**config.mk**
```make
export PLATFORM = sky130hd
export DESIGN_NAME = smf_front
export DESIGN_NICKNAME = d
export VERILOG_FILES = /design/src/hdl/smf_pkg.sv /design/src/hdl/smf_front.sv
export SDC_FILE = /design/constraint.sdc
export NUM_CORES = 1
export LEC_CHECK = 0
export BUFFER_PORTS_ARGS = -buffer_cell sky130_fd_sc_hd__buf_2
export CORE_AREA = 3 3 82 84
export CTS_CLUSTER_DIAMETER = 120
export DETAILED_ROUTE_END_ITERATION = 7
export DIE_AREA = 0 0 85 87
export GPL_ROUTABILITY_DRIVEN = 0
export GPL_TIMING_DRIVEN = 1
export PLACE_DENSITY = 0.56
export REMOVE_ABC_BUFFERS = 1
export SLEW_MARGIN = 20
export SYNTH_ARGS = -nofsm -noshare
export SYNTH_HDL_FRONTEND = slang
export SYNTH_SLANG_ARGS = --single-unit
export TNS_END_PERCENT = 100
```
**constraint.sdc**
```tcl
create_clock -name clk -period 1.61 [get_ports clk]
set_clock_uncertainty 0.1 [all_clocks]
set_input_delay 0 -clock clk [delete_from_list [all_inputs] [get_ports clk]]
set_output_delay 0 -clock clk [all_outputs]
set_load 0.02 [all_outputs]
```
**src/hdl/smf_pkg.sv**
```systemverilog
package smf_pkg;

  localparam int unsigned DEF_MAX_WIDTH     = 128;
  localparam int unsigned DEF_MAX_HEIGHT    = 128;
  localparam int unsigned DEF_MAX_CHANNELS  = 4;
  localparam int unsigned DEF_MAX_WINDOW_XY = 5;
  localparam int unsigned DEF_MAX_FRAMES    = 5;
  localparam int unsigned DEF_SAMPLE_BITS   = 16;

  localparam int unsigned CFG_IDX_BITS  = 3;
  localparam int unsigned CFG_DATA_BITS = 8;
  localparam int unsigned COORD_BITS    = 10;

  typedef enum logic [CFG_IDX_BITS-1:0] {
    REG_FRAME_WIDTH    = 3'd0,
    REG_FRAME_HEIGHT   = 3'd1,
    REG_CHANNEL_COUNT  = 3'd2,
    REG_WINDOW_X       = 3'd3,
    REG_WINDOW_Y       = 3'd4,
    REG_WINDOW_Z       = 3'd5,
    REG_COMPARE_SIGNED = 3'd6
  } cfg_reg_t;

  typedef enum logic {
    OP_WRITE = 1'b0,
    OP_QUERY = 1'b1
  } op_t;

  // effective (clamped) settings
  typedef struct packed {
    logic [7:0] fw;
    logic [7:0] fh;
    logic [2:0] cc;
    logic [2:0] wx;
    logic [2:0] wy;
    logic [2:0] wz;
    logic       sgn;
  } cfg_t;

  typedef struct packed {
    logic        query;
    logic        store_en;
    logic        frame_end;
    logic [6:0]  x;
    logic [6:0]  y;
    logic [1:0]  ch;
    logic [15:0] sample;
  } cmd_t;

  function automatic logic [7:0] clamp_dim(logic [7:0] v, int unsigned maxv);
    logic [7:0] r;
    if (v == 8'd0) r = 8'd1;
    else if (32'(v) > maxv) r = 8'(maxv);
    else r = v;
    return r;
  endfunction

  function automatic logic [2:0] clamp_win(logic [2:0] v, int unsigned maxv);
    logic [2:0] r;
    if (v == 3'd0) r = 3'd1;
    else if (32'(v) > maxv) r = 3'(maxv);
    else r = v;
    if (!r[0]) r = r - 3'd1;
    return r;
  endfunction

endpackage

```
**src/hdl/smf_front.sv**
```systemverilog
module smf_front #(
  parameter int unsigned MAX_WIDTH     = smf_pkg::DEF_MAX_WIDTH,
  parameter int unsigned MAX_HEIGHT    = smf_pkg::DEF_MAX_HEIGHT,
  parameter int unsigned MAX_CHANNELS  = smf_pkg::DEF_MAX_CHANNELS,
  parameter int unsigned MAX_WINDOW_XY = smf_pkg::DEF_MAX_WINDOW_XY,
  parameter int unsigned MAX_FRAMES    = smf_pkg::DEF_MAX_FRAMES
) (
  input  logic                                 clk,
  input  logic                                 rst_n,
  input  logic                                 cfg_wr_en,
  input  logic [smf_pkg::CFG_IDX_BITS-1:0]     cfg_index,
  input  logic [smf_pkg::CFG_DATA_BITS-1:0]    cfg_data,
  input  logic                                 in_push,
  input  logic                                 in_op,
  input  logic [6:0]                           in_pos_x,
  input  logic [6:0]                           in_pos_y,
  input  logic [1:0]                           in_chan,
  input  logic [15:0]                          in_sample,
  input  logic                                 in_frame_end,
  input  logic                                 q_full,
  output logic                                 q_push,
  output smf_pkg::cmd_t                        q_cmd,
  output smf_pkg::cfg_t                        cfg
);
  import smf_pkg::*;

  cfg_t cfg_r, cfg_nxt;

  assign cfg = cfg_r;

  always_comb begin
    cfg_nxt = cfg_r;
    if (cfg_wr_en) begin
      unique case (cfg_reg_t'(cfg_index))
        REG_FRAME_WIDTH:    cfg_nxt.fw  = clamp_dim(cfg_data, MAX_WIDTH);
        REG_FRAME_HEIGHT:   cfg_nxt.fh  = clamp_dim(cfg_data, MAX_HEIGHT);
        REG_CHANNEL_COUNT:  cfg_nxt.cc  = 3'(clamp_dim({5'd0, cfg_data[2:0]}, MAX_CHANNELS));
        REG_WINDOW_X:       cfg_nxt.wx  = clamp_win(cfg_data[2:0], MAX_WINDOW_XY);
        REG_WINDOW_Y:       cfg_nxt.wy  = clamp_win(cfg_data[2:0], MAX_WINDOW_XY);
        REG_WINDOW_Z:       cfg_nxt.wz  = clamp_win(cfg_data[2:0], MAX_FRAMES);
        REG_COMPARE_SIGNED: cfg_nxt.sgn = cfg_data[0];
        default: ;
      endcase
    end
  end

  always_ff @(posedge clk) begin
    if (!rst_n) begin
      cfg_r.fw  <= clamp_dim(8'd128, MAX_WIDTH);
      cfg_r.fh  <= clamp_dim(8'd128, MAX_HEIGHT);
      cfg_r.cc  <= 3'(clamp_dim(8'd1, MAX_CHANNELS));
      cfg_r.wx  <= clamp_win(3'd3, MAX_WINDOW_XY);
      cfg_r.wy  <= clamp_win(3'd3, MAX_WINDOW_XY);
      cfg_r.wz  <= clamp_win(3'd3, MAX_FRAMES);
      cfg_r.sgn <= 1'b0;
    end else begin
      cfg_r <= cfg_nxt;
    end
  end

  // classify: writes outside the frame store nothing, query channel saturates
  always_comb begin
    q_cmd.query     = (op_t'(in_op) == OP_QUERY);
    q_cmd.store_en  = ({1'b0, in_pos_x} < cfg_r.fw) && ({1'b0, in_pos_y} < cfg_r.fh)
                      && ({1'b0, in_chan} < cfg_r.cc);
    q_cmd.frame_end = in_frame_end;
    q_cmd.x         = in_pos_x;
    q_cmd.y         = in_pos_y;
    q_cmd.ch        = in_chan;
    if (q_cmd.query && ({1'b0, in_chan} >= cfg_r.cc)) q_cmd.ch = 2'(cfg_r.cc - 3'd1);
    q_cmd.sample    = in_sample;
  end

  assign q_push = in_push && !q_full;

endmodule

```
==> qor.txt <==
Htree depth: 1
Die area: 7400 µm²
Placed cell count: 342
Fin util: 0.414
Crit Path Category: register to output port
Crit start category: register
Synth top cells by count: 35 x buf_4, 26 x dfxtp_1, 23 x nand2_1, 18 x inv_1, 17 x a21oi_1
Switching Fraction: 0.287
First-pass GRT wire length: 7890 µm
Seq/Total Area, Yosys: 0.292
Yosys Warn Count: 0
Violation count after the first detailed-route iteration: 33
Min-Delay Path Class: input port to register
Synth Cell Area: 1790 µm²
Worst path depth: 6
Final hold vios: 0
Area Overhead vs Synth: 39.0%
Largest area contributor in the netlist: dfxtp_1
Die Width: 85 µm
Layout Nets: 359
Reg2Reg Depth: 3
Critical Path Max Stage Delay: 0.38 ns
Cell Rows: 28
Seq pwr share: 0.405
Starting density of the core: 0.298
R2R Path End: cfg[20]
RSZ-0062 raised after global routing: yes
PwrDens: 662 nW/µm²
Port Buffers: 77
Gate Count Post-Synth: 215
DP HPWL: 3800 µm
Non-Filler Instances: 368
Asr flop ratio synth: 0
Grt ovf: 0
Antenna violations before repair: 0
CTS buffer count: 3
Largest net degree at the start of global routing: 20
Clk pwr share: 0.339
Max stage delay cell, worst path: a222oi_1
Maximum net fanout on the critical path: 2
DRT Pass-1 Iters: 6
Max reg flops: 26
Vias: 1649
Setup slack, reg-to-reg: 0.31 ns
Ant. Diodes: 0
Share of cells above drive strength 1: 0.406
Status: complete, but fails checks
Multi-input logic area: 1020 µm²
Vias per cell: 4.48
Synth top area share: 0.292
Vias in the first global route: 1604
WP data arrival: 1.77 ns
Worst R2R Start: cfg[20]
Clk Latency, worst-skew pair: 0.27 ns
Filler cells: 600
Reg clk slew, reported paths: 0.10 ns
Minimum clock period: 1.87 ns
All-Layer GR Usage: 0.131
Register area: 528 µm²
ANT nets after route: 0
Mean Syn Cell Area: 8.30 µm²
Leak: 1.16 nW
Critical Path Source: cfg[11]
Cells taking the most area after synthesis: dfxtp_1 29%, buf_4 15%, ha_1 11%
Num Clock Sinks: 26
Critical path required time: 1.51 ns
Max_cap viols: 0
FF+latch count, synth: 26
Internal: 1.17 mW
CTS tree: done
Worst vdd ir: 0.000306 V
Dominant delay contributor by cell family on the critical path: compound AO/OA/AOI/OAI gates
Final setup margin: -0.258 ns
Final setup viols: 3
Slew @ Worst Pin: 0.552 ns
Slew HR: 0.630
Max frequency: 535 MHz
Crit. End Element: output port
WL per Instance: 14.1 µm
Top FF cell, synth: dfxtp_1
Buffers plus inverters on the worst setup path: 2
Tot Pwr: 1.64 mW
Post-synth EDFFs: 0
Library cells used by synthesis: 41
Die Y: 87 µm
Period utilisation layout: 1.16
Switch Pwr: 0.471 mW
Final Max Slew Viols: 0
Worst Setup EP: q_cmd[33]
Failing checks: setup timing
Final wirelength: 5190 µm
Combinational share of power: 0.256
Ports: 115
Most frequent cell after synthesis: buf_4
Clock Tree Buf Depth: 2
Clock root cell: clkbuf_8
Core Area: 5990 µm²
Worst-path cell chain: inv_2, ha_4, a222oi_1, nand4_1, a211oi_2, buf_4
DRC: 0
==> per-layer routing <==
metal	track usage	vias to the layer above	routed length, µm
met5	0	-	0
met4	0.0288	0	40
met3	0.0208	4	313
met2	0.220	63	2380
met1	0.176	735	2460
li1	-	847	-
==> worst register-to-register path, cell delays in order, from the launching register on <==
cell and delay (ns):
dfxtp_1 0.35, mux2i_1 0.13, nand2_1 0.06, dlygate4sd3_1 0.55
==> kinds of logic after synthesis <==
group | Yosys count | share of synthesized area
other | 1 | 0.00210
XOR/XNOR | 1 | 0.00491
buffers and inverters | 57 | 0.194
AND/OR/NAND/NOR | 69 | 0.212
AO/OA/AOI/OAI | 34 | 0.121
multiplexers | 12 | 0.0687
adder cells (fa/ha/maj) | 15 | 0.105
flip-flops | 26 | 0.292
==> power groups by stage <==
stage | combinational, mW | sequential (mW) | clock, mW
floorplan | 0.132 | 0.695 | 0
global placement | 0.311 | 0.679 | 0
detailed placement | 0.315 | 0.679 | 0
CTS | 0.407 | 0.665 | 0.563
global route | 0.456 | 0.668 | 0.594
finish | 0.420 | 0.666 | 0.557
==> how the worst min path moves through the flow <==
stage,from,endpoint,cells after the start
after detailed placement,in_sample[0],q_cmd[0],0
after global routing,cfg_data[4],cfg[25],4
final,cfg_data[5],cfg[26],4
after CTS,cfg_data[5],cfg[26],4
after global placement,in_sample[0],q_cmd[0],0
after floorplan,in_sample[0],q_cmd[0],0
==> per-stage QoR <==
step                      setup slack [ns]  instance area, µm²  TNS [ns]  hold WS [ns]
after floorplan                     -0.163                1520    -0.215        -0.100
after global placement             -0.0195                2080   -0.0195       -0.0997
after detailed placement           -0.0204                2080   -0.0204       -0.0997
after CTS                           -0.256                2420    -0.688        0.0143
after global routing                -0.365                2480    -0.930        0.0271
final                               -0.258                2480    -0.669        0.0163
==> area by class of cell <==
type / count / share of cell area
Clock buffer: 3 / 0.0166
Timing Repair Buffer: 110 / 0.281
Clock inverter: 1 / 0.0121
Inverter: 19 / 0.0287
Multi-Input combinational cell: 134 / 0.411
Tap cell: 75 / 0.0378
Sequential cell: 26 / 0.213
==> timing repair <==
action                                  in CTS  in global routing
pin swaps                                    5                  5
endpoints found under the hold margin       26                  0
resized for setup                           15                 10
endpoints found under the setup margin       3                  3
buffers inserted                             0                  1
hold buffers                                21                  0
==> placed cells by master, fill, tap and decap left out, types with 4 or more instances in the layout <==
cell / synthesis / layout
buf_2: 1 / 74
nand2_1: 23 / 23
dlygate4sd3_1: 0 / 21
dfxtp_1: 26 / 20
inv_1: 18 / 17
a21oi_1: 17 / 15
buf_4: 35 / 14
nor2_1: 13 / 13
mux2i_1: 10 / 10
ha_1: 15 / 10
nor2b_1: 8 / 7
dfxtp_2: 0 / 6
o211ai_1: 5 / 5
nand2b_1: 5 / 4
ha_4: 0 / 4
No activity file was read; power rests on OpenSTA's default activity.
