File: src/hdl/smf_fifo.sv
module smf_fifo #(
  parameter int unsigned WIDTH = 8,
  parameter int unsigned DEPTH = 2
) (
  input  logic             clk,
  input  logic             rst_n,
  input  logic             push,
  input  logic [WIDTH-1:0] wdata,
  output logic             full,
  input  logic             pop,
  output logic [WIDTH-1:0] rdata,
  output logic             empty
);

  localparam int unsigned PW = (DEPTH > 1) ? $clog2(DEPTH) : 1;
  localparam int unsigned CW = $clog2(DEPTH + 1);

  logic [WIDTH-1:0] mem_r [DEPTH];
  logic [PW-1:0]    wp_r, wp_nxt, rp_r, rp_nxt;
  logic [CW-1:0]    cnt_r, cnt_nxt;
  logic             do_push, do_pop;

  assign full    = (cnt_r == CW'(DEPTH));
  assign empty   = (cnt_r == '0);
  assign do_push = push && !full;
  assign do_pop  = pop && !empty;
  assign rdata   = mem_r[rp_r];

  always_comb begin
    wp_nxt  = wp_r;
    rp_nxt  = rp_r;
    cnt_nxt = cnt_r;
    if (do_push) wp_nxt = (wp_r == PW'(DEPTH - 1)) ? '0 : wp_r + PW'(1);
    if (do_pop)  rp_nxt = (rp_r == PW'(DEPTH - 1)) ? '0 : rp_r + PW'(1);
    if (do_push && !do_pop) cnt_nxt = cnt_r + CW'(1);
    else if (!do_push && do_pop) cnt_nxt = cnt_r - CW'(1);
  end

  always_ff @(posedge clk) begin
    if (!rst_n) begin
      wp_r  <= '0;
      rp_r  <= '0;
      cnt_r <= '0;
    end else begin
      wp_r  <= wp_nxt;
      rp_r  <= rp_nxt;
      cnt_r <= cnt_nxt;
    end
  end

  always_ff @(posedge clk) begin
    if (do_push) mem_r[wp_r] <= wdata;
  end

endmodule

File: config.mk
export PLATFORM = sky130hd
export DESIGN_NAME = smf_fifo
export DESIGN_NICKNAME = d
export VERILOG_FILES = /design/src/hdl/smf_fifo.sv
export SDC_FILE = /design/constraint.sdc
export NUM_CORES = 1
export LEC_CHECK = 0
export ABC_AREA = 1
export BUFFER_PORTS_ARGS = -buffer_cell sky130_fd_sc_hd__buf_2
export CORE_MARGIN = 2
export CORE_UTILIZATION = 45
export DETAILED_ROUTE_END_ITERATION = 6
export HOLD_SLACK_MARGIN = 0.06
export PLACE_DENSITY = 0.7
export SETUP_SLACK_MARGIN = 0.3
export SLEW_MARGIN = 15
export SYNTH_ARGS = -nofsm -noshare
export SYNTH_HDL_FRONTEND = slang
export SYNTH_SLANG_ARGS = --single-unit
export TNS_END_PERCENT = 50
File: constraint.sdc
create_clock -name clk -period 1.6 [get_ports clk]
set_input_delay 0.24 -clock clk [delete_from_list [all_inputs] [get_ports clk]]
set_output_delay 0.24 -clock clk [all_outputs]
set_load 0.05 [all_outputs]
==> results of run 1 <==
[registers in the layout, indices dropped and copies added (netlist names), named ones only]
name	count
mem_r	16
cnt_r	2
rp_r	1
wp_r	1
[worst max-delay path: stages, from the launching register on]
cell and delay (ps):
dfxtp_4 460, mux2_4 330, buf_6 150
[per-stage QoR]
step	instance area, µm²	utilization [%]	hold WS [ps]	power, µW	setup slack [ps]
detailed placement	978	56.7	432	1530	141
finish	1130	65.4	122	1990	123
global route	1130	65.4	115	2090	84.4
CTS	1090	63.2	119	1910	116
global placement	978	56.7	427	1520	182
floorplan	847	-	339	1390	246
[cells in the final DEF (no fill, tap or decap), types with 3 or more instances in the layout]
master / netlist / layout
nor2_1: 10 / 7
buf_6: 0 / 8
inv_2: 1 / 4
dfxtp_4: 0 / 3
inv_1: 8 / 4
edfxtp_1: 16 / 16
mux2_4: 0 / 8
buf_2: 1 / 13
nand2_1: 6 / 4
clkbuf_4: 0 / 3
[power by group through the flow]
stage          logic [µW]  clock network [µW]  registers (µW)
6_report              926                 246             815
2_1_floorplan         628                   0             761
5_1_grt               991                 270             831
4_1_cts               863                 252             796
3_5_place_dp          739                   0             792
3_3_place_gp          734                   0             788
[metal layers]
metal  part of all wire [%]  global-route usage (%)
met5                      0                       0
met4                    1.3                    6.67
met3                    6.3                    2.31
met2                     52                    20.3
met1                     41                    18.3
[area by class of cell]
class / instances / area share (%)
sequential: 21 / 52.4
multi-input combinational: 32 / 24.9
timing repair buffer: 22 / 14.4
inverter: 9 / 3.21
tap: 25 / 2.77
clock buffer: 4 / 2.33
[cells by family (layout without fill, tap and decap cells)]
logic type | Yosys count | count (layout) | synth area share [%]
mux | 8 | 8 | 10.9
fa+ha+maj | 1 | 1 | 1.52
flops | 21 | 21 | 70.5
buf+inv | 10 | 35 | 4.71
simple gates | 19 | 19 | 9.42
compound gates | 4 | 4 | 2.89
[worst paths after layout]
check                           slack (ps)  cells past startpoint     start          end
worst max-delay path                   120                      2  register     rdata[6]
worst max register to register         300                      9  cnt_r[1]     cnt_r[1]
worst min-delay path                   120                      1  wdata[6]  mem_r[1][6]
worst min register to register         520                      2      rp_r     register
[repair_timing]
| item | in CTS | in global routing |
|---|---|---|
| pin swaps | 0 | 6 |
| endpoints found under the setup margin | 28 | 28 |
| resized for setup | 27 | 13 |
| buffers inserted | 0 | 1 |
==> results.py, run 1 <==
metrics = {
    "outcome": {
        "status": "finished, final reports clean",
    },
    "grt": {
        "grt_start_max_net_pins": 12,
        "first_global_vias": 481,
        "antenna_found_initial": 0,
        "grt.overflow.total": 0,
        "grt_pass1_wl_mm": 1.98,
        "grt_usage_pct": 13.3,
    },
    "pwr": {
        "p_comb_share_pct": 46.6,
        "p_leak_uw": 0.000464,
        "ir_worst_vdd_mv": 1.04,
        "p_per_area_nw_per_um2": 1760,
        "intPower_uw": 1170,
        "power_switching_uw": 813,
        "sw_frac_of_total_pct": 40.9,
        "p_seq_share_pct": 41.0,
        "clkPwrFrac_pct": 12.4,
    },
    "sta": {
        "rsz0062_at_grt": "yes",
        "period_minus_slack_ps": 1480,
        "timing.fmax_mhz": 677,
        "hold_viol_final": 0,
        "slew_violations": 0,
        "skew_ps": 8.93,
        "tightest_slew_ps": 440,
        "finalSetupTns_ps": 0,
        "timing.final.crit_share_pct": 92.3,
        "relSlewSlack_pct": 70.7,
        "setup_violations": 0,
    },
    "hold_path": {
        "hp-class": "in -> reg",
    },
    "place": {
        "dp.cells": 108,
        "gp_congestion": 0.843,
        "buffer_ports.inserted": 21,
        "dp_hpwl_um": 871,
    },
    "floorplanning": {
        "die_h_um": 46.8,
        "core_region_area_um2": 1730,
        "io_pins": 22,
        "die-area_um2": 2190,
        "initial_core_util_pct": 47.7,
        "die_w_um": 46.8,
        "num_rows": 15,
    },
    "drt": {
        "avgRoutedWirePerCell_um": 11.7,
        "drt_iter0_markers": 5,
        "vias_per_cell": 4.68,
        "wirelength_mm": 1.32,
        "num_vias": 529,
        "drtPass1Iterations": 6,
        "antenna_left": 0,
        "drc": 0,
    },
    "worst_setup_path": {
        "startpoint_type": "register",
        "cp-end-kind": "output pin",
        "cp.required_ps": 1360,
        "critPathArrivalTime_ps": 1240,
        "path_max_fanout": 8,
        "worstSetupPathType": "reg -> out",
    },
    "synthesis": {
        "ys_types": 15,
        "syn_area_um2": 823,
        "syn_avg_cell_area_um2": 13.1,
        "synth.largest_area_cell": "edfxtp_1",
        "synthTopCellsByCount": "edfxtp_1, nor2_1, inv_1, mux2_2, nand2_1",
        "yosys_register_bits": 21,
        "synth_most_common_cell": "edfxtp_1",
        "synth_nets": 76,
        "synth_edf_count": 16,
        "ys.flop_type": "edfxtp_1",
        "synth-seq-area-share_pct": 70.5,
        "ys_top_cells_by_area": "edfxtp_1, dfxtp_1, mux2_2",
        "syn_inst": 63,
        "ys_async_sr_fraction_pct": 0,
        "synth_top_area_share_pct": 58.4,
        "ys_warn_count": 0,
    },
    "run": {
        "cap_violations": 0,
    },
    "cells_and_area": {
        "syn_to_final_growth_pct": 37.2,
        "diodes": 0,
        "register_area_um2": 592,
        "fillers": 141,
        "nets": 102,
        "drive_gt1_share_pct": 56.8,
        "instances_no_fill": 113,
        "multi_input_area_um2": 282,
    },
    "clocking": {
        "worstSkewPairLatency_ps": 300,
        "cts_tree": "yes",
        "htree_levels": 1,
        "clockRootBuffer": "clkbuf_4",
        "hold_buffers": 0,
        "cts_buffer_depth": 2,
        "cts_buffers": 3,
        "cts_sinks": 21,
        "clk_pin_slew_worst_paths_ps": 110,
    },
}
Power figures use the tool's default switching activity.
==> inputs of run 2 (changes only) <==
Settings changed: CORE_MARGIN 2 to 3.
==> run 2 against run 1 <==
Compared with the run above: total power decreased by 2.1%; register-to-register slack got worse by 30 ps; setup slack improved by 2.7 ps; clock power decreased by 3%; non-clock buffer count decreased by 1; clock skew decreased by 3.1 ps; die area increased by 8.7%; sequential cell count unchanged; sequential power about the same; critical path depth unchanged; critical path type unchanged.
==> results.py, run 2 (synthesis results as in run 1) <==
metrics = {
    "outcome": {
        "status": "finished, final reports clean",
    },
    "cells_and_area": {
        "multi_input_area_um2": 270,
        "syn_to_final_growth_pct": 34.8,
        "fin_util_pct": 68.9,
        "drive_gt1_share_pct": 52.9,
        "regMostFlops": "mem_r",
        "reg_top3": "mem_r x16, cnt_r x2",
        "fillers": 135,
        "layout_common_cells": "edfxtp_1, buf_2, mux2_4, buf_6, nor2_1",
        "nets": 101,
        "diodes": 0,
        "instances_no_fill": 111,
        "final_common_cell": "edfxtp_1",
        "register_area_um2": 592,
        "largest_reg_flops": 16,
    },
    "sta": {
        "finalSetupTns_ps": 0,
        "hold_viol_final": 0,
        "timing.final.crit_share_pct": 92.2,
        "rsz0062_at_grt": "yes",
        "tightest_slew_ps": 412,
        "finalHoldWorstSlack_ps": 126,
        "setup_violations": 0,
        "timing.fmax_mhz": 678,
        "relSlewSlack_pct": 72.5,
        "slew_violations": 0,
        "skew_ps": 5.85,
        "period_minus_slack_ps": 1470,
    },
    "worst_setup_path": {
        "cp_slowest_stage_delay_ps": 460,
        "worstSetupPathType": "reg -> out",
        "cp.required_ps": 1360,
        "reg2reg_depth": 9,
        "critPathArrivalTime_ps": 1230,
        "cp_slowest_cell": "dfxtp_4",
        "timing.rr.end": "cnt_r[1]",
        "cp-end-kind": "output pin",
        "path_max_fanout": 8,
        "startpoint_type": "register",
        "critPathBufInv": 1,
        "crit_family": "flip-flops",
        "worstPathCellList": "mux2_4, buf_6",
        "timing.reg2reg.setup_slack_ps": 270,
        "r2r_start": "cnt_r[1]",
    },
    "run": {
        "cap_violations": 0,
    },
    "clocking": {
        "clockRootBuffer": "clkbuf_4",
        "cts_buffers": 3,
        "cts_buffer_depth": 2,
        "clk_pin_slew_worst_paths_ps": 110,
        "cts_tree": "yes",
        "worstSkewPairLatency_ps": 290,
        "cts_sinks": 21,
        "hold_buffers": 0,
        "htree_levels": 1,
    },
    "grt": {
        "first_global_vias": 547,
        "antenna_found_initial": 0,
        "grt_pass1_wl_mm": 2.39,
        "grt_usage_pct": 13.3,
        "grt.overflow.total": 0,
        "grt_start_max_net_pins": 12,
    },
    "place": {
        "dp_hpwl_um": 968,
        "buffer_ports.inserted": 21,
        "dp.cells": 107,
        "gp_congestion": 0.780,
    },
    "hold_path": {
        "hold_path_end": "mem_r[0][2]",
        "hp-class": "in -> reg",
        "whs_path_depth": 1,
        "hp-start": "wdata[2]",
    },
    "floorplanning": {
        "initial_core_util_pct": 51.1,
        "die-area_um2": 2380,
        "num_rows": 14,
        "io_pins": 22,
        "die_w_um": 48.8,
        "die_h_um": 48.8,
        "core_region_area_um2": 1610,
    },
    "pwr": {
        "sw_frac_of_total_pct": 40.6,
        "power_switching_uw": 789,
        "p_comb_share_pct": 45.9,
        "intPower_uw": 1160,
        "p_per_area_nw_per_um2": 1750,
        "p_seq_share_pct": 41.9,
        "p_leak_uw": 0.000458,
        "power_uw": 1950,
        "ir_worst_vdd_mv": 1.07,
        "clkPwrFrac_pct": 12.3,
    },
    "drt": {
        "num_vias": 543,
        "antenna_left": 0,
        "drt_iter0_markers": 8,
        "drc": 0,
        "vias_per_cell": 4.89,
        "drtPass1Iterations": 4,
        "avgRoutedWirePerCell_um": 11.8,
        "wirelength_mm": 1.31,
    },
}
-- run 2: final cells by class --
class                      instances  area share, %
sequential                        21           53.3
multi-input combinational         32           24.4
timing repair buffer              21           14.0
inverter                           9           3.27
tap                               24           2.71
clock buffer                       4           2.37
-- run 2: layer usage --
metal / wire (µm) / track usage (%) / share of wire (%) / vias up
met5: 0 / 0 / 0 / -
met4: 10 / 4.27 / 0.76 / 0
met3: 72 / 4.89 / 5.5 / 3
met2: 658 / 21.5 / 50 / 15
met1: 569 / 16.3 / 43 / 261
li1: - / - / - / 264
-- run 2: worst reg2reg max path: cells and delay by family, from the launching register on --
family,cells,cell delay [ps]
DFF,1,390
buffers and inverters,4,210
AOI/OAI and AO/OA,1,190
adders and majority gates,1,290
and+or+nand+nor,3,150
-- run 2: worst max-delay path by stage --
stage,from,slack [ps],depth (start not counted),endpoint
after global routing,register,70,2,rdata[7]
final,register,130,2,rdata[7]
after CTS,register,120,2,rdata[7]
after detailed placement,cnt_r[1],160,3,mem_r[0][1]
after global placement,cnt_r[1],190,3,mem_r[0][1]
after floorplan,cnt_r[0],250,8,cnt_r[1]
-- run 2: power groups by stage --
| stage | combinational (µW) | clock, µW | sequential (µW) |
|---|---|---|---|
| after floorplan | 628 | 0 | 761 |
| after global placement | 736 | 0 | 789 |
| after detailed placement | 748 | 0 | 793 |
| after CTS | 870 | 248 | 797 |
| after global routing | 959 | 270 | 833 |
| final | 893 | 239 | 815 |
-- run 2: repair_timing --
| action | in CTS | in global routing |
|---|---|---|
| resized for setup | 27 | 9 |
| pin swaps | 0 | 3 |
| endpoints found under the setup margin | 28 | 28 |
| setup buffers | 0 | 0 |
-- run 2: through the flow --
stage          area (µm²)  setup WS (ps)
6_report             1110            125
5_1_grt              1110           74.9
4_1_cts              1090            118
3_5_place_dp          977            159
3_3_place_gp          977            189
2_1_floorplan         847            246
